## config.mk

```make
export PLATFORM = sky130hd
export DESIGN_NAME = stmg_queue
export DESIGN_NICKNAME = d
export VERILOG_FILES = /design/src/hw/rtl/stmg_pkg.sv /design/src/hw/rtl/stmg_queue.sv
export SDC_FILE = /design/constraint.sdc
export NUM_CORES = 1
export LEC_CHECK = 0
export ABC_AREA = 1
export BUFFER_PORTS_ARGS = -buffer_cell sky130_fd_sc_hd__buf_4
export CAP_MARGIN = 20
export CORE_ASPECT_RATIO = 0.9
export CORE_MARGIN = 8
export CORE_UTILIZATION = 45
export CTS_BUF_LIST = sky130_fd_sc_hd__clkbuf_16
export DETAILED_ROUTE_END_ITERATION = 7
export GPL_TIMING_DRIVEN = 0
export MAX_ROUTING_LAYER = met4
export PLACE_DENSITY_LB_ADDON = 0.05
export SLEW_MARGIN = 40
export SYNTH_ARGS = -nofsm -noshare
export SYNTH_HDL_FRONTEND = slang
export SYNTH_SLANG_ARGS = --single-unit
export TNS_END_PERCENT = 50
```

## constraint.sdc

```tcl
create_clock -name clk_i -period 4.4 [get_ports clk_i]
set_clock_uncertainty 0.05 [all_clocks]
set_input_delay 0.22 -clock clk_i [delete_from_list [all_inputs] [get_ports clk_i]]
set_output_delay 0.22 -clock clk_i [all_outputs]
set_load 0.02 [all_outputs]
```

## src/hw/rtl/stmg_pkg.sv

```systemverilog
// Shared types, constants and codes for the spin trial move generator.
package stmg_pkg;

  localparam int unsigned SpinFracBits   = 14;
  localparam int unsigned RsqrtStepsDflt = 3;
  localparam int unsigned QueueDepthDflt = 4;

  localparam int unsigned VecW = 48;

  localparam logic [2:0] MODE_ADAPT    = 3'd0;
  localparam logic [2:0] MODE_FLIP     = 3'd1;
  localparam logic [2:0] MODE_UNIFORM  = 3'd2;
  localparam logic [2:0] MODE_CONE     = 3'd3;
  localparam logic [2:0] MODE_COMBINED = 3'd4;

  localparam logic [1:0] KIND_FLIP    = 2'd0;
  localparam logic [1:0] KIND_UNIFORM = 2'd1;
  localparam logic [1:0] KIND_CONE    = 2'd2;

  localparam logic [1:0] REG_MOVE_MODE      = 2'd0;
  localparam logic [1:0] REG_CONE_WIDTH     = 2'd1;
  localparam logic [1:0] REG_ADAPTIVE_WIDTH = 2'd2;

  localparam logic [31:0] R0_LOW  = 32'd912680550;
  localparam logic [31:0] R0_HIGH = 32'd644245094;
  localparam logic [31:0] THREE_Q30 = 32'hC000_0000;

  // One classified item between front and back.
  typedef struct packed {
    logic [1:0]                   kind;
    logic [2:0][VecW-1:0]         v;
  } q_entry_t;

  // Everything that travels down the normalization pipeline.
  typedef struct packed {
    logic [1:0]           kind;
    logic                 zero;
    logic [2:0]           neg;
    logic [2:0][VecW-1:0] a;
    logic [VecW-1:0]      m;
    logic [5:0]           pos;
    logic [2:0][59:0]     sq;
    logic                 scaled;
    logic [31:0]          xq;
    logic [31:0]          r;
    logic [33:0]          r2;
    logic [31:0]          t;
    logic [2:0][63:0]     p;
    logic [2:0][15:0]     flip_res;
  } pl_t;

endpackage

```

## src/hw/rtl/stmg_queue.sv

```systemverilog
// Short queue of classified items between front and back.
module stmg_queue #(
  parameter int unsigned Depth = stmg_pkg::QueueDepthDflt
) (
  input  logic               clk_i,
  input  logic               rst_ni,
  input  logic               push_i,
  input  stmg_pkg::q_entry_t push_data_i,
  output logic               full_o,
  input  logic               pop_i,
  output logic               empty_o,
  output stmg_pkg::q_entry_t head_o
);

  localparam int unsigned AW = (Depth > 1) ? $clog2(Depth) : 1;
  localparam int unsigned CW = $clog2(Depth + 1);

  stmg_pkg::q_entry_t mem_q [Depth];
  logic [AW-1:0] wr_q, wr_d, rd_q, rd_d;
  logic [CW-1:0] cnt_q, cnt_d;

  assign full_o  = (cnt_q == CW'(Depth));
  assign empty_o = (cnt_q == '0);
  assign head_o  = mem_q[rd_q];

  always_comb begin
    wr_d  = wr_q;
    rd_d  = rd_q;
    cnt_d = cnt_q;
    if (push_i) begin
      wr_d = (wr_q == AW'(Depth - 1)) ? '0 : wr_q + 1'b1;
    end
    if (pop_i) begin
      rd_d = (rd_q == AW'(Depth - 1)) ? '0 : rd_q + 1'b1;
    end
    if (push_i && !pop_i) begin
      cnt_d = cnt_q + 1'b1;
    end else if (!push_i && pop_i) begin
      cnt_d = cnt_q - 1'b1;
    end
  end

  always_ff @(posedge clk_i or negedge rst_ni) begin
    if (!rst_ni) begin
      wr_q  <= '0;
      rd_q  <= '0;
      cnt_q <= '0;
    end else begin
      wr_q  <= wr_d;
      rd_q  <= rd_d;
      cnt_q <= cnt_d;
    end
  end

  always_ff @(posedge clk_i) begin
    if (push_i) begin
      mem_q[wr_q] <= push_data_i;
    end
  end

endmodule

```

======== Yosys cells after proc, flatten, opt, wreduce, memory -nomap -nowiden ========
Memory sizes are Yosys's and may differ from the RTL's.
Cells that the tools add are included.
word-level totals
  memory bits (writable) .................. 584
  input bits .............................. 150
  logic and storage cells ................. 23
  memory bits (read-only) ................. 0
  output and inout port bits .............. 148
  latch bits .............................. 0
  memories ................................ 1
  bits in registers ....................... 7
memories
  memory  depth  width  read ports  clocked after memory_dff  write ports  line              RTL
  mem_q   4      146    1           0                         1            stmg_queue.sv:18  stmg_pkg::q_entry_t mem_q [Depth];
cells by class
  div/mod/pow operators ................... 0
  bitwise operators ....................... 0
  reductions and logical operators ........ 6
  multipliers ............................. 0
  shifts and indexed selects .............. 0
  order comparisons ....................... 0
  equality and inequality tests ........... 3
  add/subtract/negate cells ............... 4
  muxes and demuxes ....................... 6
operators with widths
  cell                 count
  $mux 3               2
  $add 2x1->2 const B  2
  $eq 2x2->1 const B   2
  $mux 2               2
  $add 3x1->3 const B  1
  $eq 3x3->1 const B   1
  $logic_not 3->1      1
  $sub 3x1->3 const B  1
  $logic_and 1x1->1    2
  $logic_not 1->1      2
  $mux 1               2
  $reduce_bool 2->1    1

======== Depth between registers and ports, before layout ========
  depth in word-level cells ............... 4
  gate-level depth with buffers ........... 9
  gate-level depth less buffers ........... 9

======== Worst setup path before layout ========
Ideal clock, no wire load.
  kind .................................... reg2reg
  from .................................... register wr_q[0]
  to ...................................... memory mem_q[2][0] in the netlist's numbering (enable)
  required time ........................... 3.851 ns
  stages on the path, launching flop included .. 5
  period minus slack after synthesis ...... 4.017 ns
  slack ................................... 0.383 ns
  data arrival time ....................... 3.469 ns
  buffers on the path ..................... 0
  setup time .............................. 0.499 ns
  cells stage by stage .................... dfrtp_1 inv_1 ha_1 nand2_1 inv_1
RTL lines
  item                    line              RTL
  from (decl)             stmg_queue.sv:19  logic [AW-1:0] wr_q, wr_d, rd_q, rd_d;
  from (signal assigned)  stmg_queue.sv:49  wr_q <= wr_d;
  to (decl)               stmg_queue.sv:18
Straight into the memory's write port.

==> flow_summary.json <==
{
  "outcome": "finished clean",
  "cts_buffers": 60,
  "holdBufCountCts": 150,
  "critical_path_arrival_ns": 2.29,
  "place_inst": 2749,
  "yosys_most_used_dff": "edfxtp_1",
  "wl_mm": 59.4,
  "hold_ws_ns": 0.294,
  "reg2reg_slack_ns": 2.26,
  "synth_seq_cells": 591,
  "synthTopCellsByCount": "584 x edfxtp_1, 454 x nand2_1, 304 x inv_1, 292 x o211ai_1, 51 x buf_2",
  "synth_edf_count": 584,
  "reg2reg_from": "wr_q[0]$_DFFE_PN0P_",
  "root_buffer": "clkbuf_16",
  "core_mm2": 0.0518,
  "nFillCells": 4149,
  "final.period_utilization_pct": 58.1,
  "yosysSeqAreaShare_pct": 74.9,
  "timing.rr.end": "mem_q[3][82]$_DFFE_PP_",
  "grt_usage_pct": 20.0,
  "synth.most_common_cell": "edfxtp_1",
  "cts_max_path_buffers": 3,
  "hold_violations": 0,
  "die_x_um": 258,
  "cap_violations": 0,
  "drt_iter0_drc": 826,
  "dp_hpwl_mm": 36.6,
  "design.portCount": 298,
  "globalplace.congestion": 0.744,
  "cp.required_ns": 4.13,
  "grt_max_degree": 61,
  "ctsHtreeMaxLevel": 2,
  "min_from": "push_data_i[102]",
  "r2r_cells": 5,
  "synth_top_area_share_pct": 74.2,
  "grt_pass1_wl_mm": 89.8,
  "routedWlPerCell_um": 19.7,
  "tns_ns": 0,
  "viasPerCell": 4.90,
  "num_vias": 14800,
  "cts_sinks": 591,
  "slew-limit-headroom_pct": 58.7,
  "syn-num-nets": 1912,
  "grt_setup_unrepaired": "no",
  "grt_overflow": 0,
  "synth_area_leaders": "edfxtp_1 74%, o211ai_1 9.3%, nand2_1 7.2%",
  "yosys_warnings": 0,
  "synthCells": 1755,
  "whs_path_depth": 2,
  "fp-row-count": 79,
  "hp-class": "in -> reg",
  "peakVddDrop_v": 0.000397,
  "first_pass_iters": 7,
  "portBuffers": 297,
  "clk_latency_ns": 0.60,
  "start_util_pct": 45.6,
  "finalPower_mw": 19.7,
  "synth_area_per_cell_um2": 13.5,
  "grt_pass1_vias": 15100,
  "crit_fanout": 10,
  "cts_tree": "yes",
  "final_max_slew_viol_count": 0,
  "async_flop_share_pct": 1.18,
  "final_util_pct": 58.5,
  "fin_crit_ns": 2.56,
  "antenna_found_initial": 8,
  "critPathKind": "reg -> out",
  "die-height_um": 233,
  "post_cts_buffers": 0,
  "critPathCaptureType": "primary output",
  "finalSetupViolCount": 0,
  "drive_gt1_share_pct": 20.7,
  "drc_errors": 0,
  "yosys.area.top_type": "edfxtp_1",
  "layout.cells.non_filler": 3014,
  "min_to": "mem_q[2][102]$_DFFE_PP_",
  "area_growth_pct": 28.2,
  "tightest_slew_ns": 0.620,
  "syn_area_mm2": 0.0236,
  "fmax_mhz": 391,
  "ant_nets": 0,
  "cts_resized": 0,
  "dieArea_mm2": 0.0601,
  "final_nets": 2430,
  "path_clk_slew_ns": 0.06,
  "p_leak_nw": 12.3,
  "power.density_mw_per_mm2": 651,
  "startpoint_type": "flop",
  "synth_cell_types": 18
}
==> per-stage QoR <==
| stage | instance area (um2) | setup slack, ns |
|---|---|---|
| finish | 30300 | 1.84 |
| global route | 30300 | 1.69 |
| CTS | 30300 | 1.80 |
| detailed placement | 27000 | 2.21 |
| global placement | 26700 | -2.31 |
| floorplan | 23600 | 0.383 |
==> area by class of cell <==
cell class              count  area [um2]  share of cell area (%)
diodes                      8        20.0                  0.0661
plain buffers              96         732                    2.42
clock buffers              61        1530                    5.04
clock inverters            46         245                   0.809
inverters                 305        1180                    3.89
multi-input cells         763        4050                    13.4
flip-flops and latches    591       17700                    58.5
well taps                 688         861                    2.84
repair buffers            456        3980                    13.1
==> power by group <==
part	switching [mW]	total (mW)	internal, mW
clock network	2.03	4.62	2.60
registers	0.195	7.40	7.20
logic	4.98	7.70	2.72
total	7.20	19.7	12.5
==> per-layer routing <==
layer,routed length [um],track usage (%),vias up,share of wire (%)
li1,-,-,7218,-
met1,26300,25.7,7128,44
met2,28700,32.5,343,48
met3,3180,3.75,82,5.4
met4,1250,5.55,0,2.1
met5,0,-,-,0
==> cells by family after synthesis <==
family,share of synthesized area (%)
DFF,74.9
AOI/OAI and AO/OA,9.36
and+or+nand+nor,7.32
xor gates and xnor gates,0.0371
buffers and inverters,7.95
adders and majority gates,0.402
==> sequential cells by signal (all words and copies together), names as in the netlist <==
register  count
mem_q       584
cnt_q         3
rd_q          2
wr_q          2
==> cell usage in the layout, fill, tap and decap left out, types with 9 or more instances in the layout <==
cell type	n
buf_16	9
buf_4	297
edfxtp_1	584
inv_1	315
buf_2	51
nand2_1	454
buf_6	41
o211ai_1	292
clkbuf_16	61
clkinv_2	12
clkinv_1	16
dlygate4sd3_1	150
==> critical path: stages, from the launching register on <==
cell	delay (ns)
dfrtp_1	0.41
inv_1	0.09
buf_2	0.39
buf_2	0.34
o211ai_1	0.13
nand2_1	0.14
buf_4	0.16
==> worst max-delay path by stage <==
stage / from / endpoint / depth (start not counted) / slack, ns
global route: rd_q[1]$_DFFE_PN0P_ / head_o[63] / 6 / 1.69
floorplan: wr_q[0]$_DFFE_PN0P_ / mem_q[2][0]$_DFFE_PP_ / 4 / 0.38
detailed placement: wr_q[0]$_DFFE_PN0P_ / mem_q[3][77]$_DFFE_PP_ / 5 / 2.21
finish: rd_q[1]$_DFFE_PN0P_ / head_o[55] / 6 / 1.84
CTS: rd_q[1]$_DFFE_PN0P_ / head_o[55] / 6 / 1.80
global placement: wr_q[0]$_DFFE_PN0P_ / mem_q[2][81]$_DFFE_PP_ / 4 / -2.31
(Power assumes the default switching activity.)
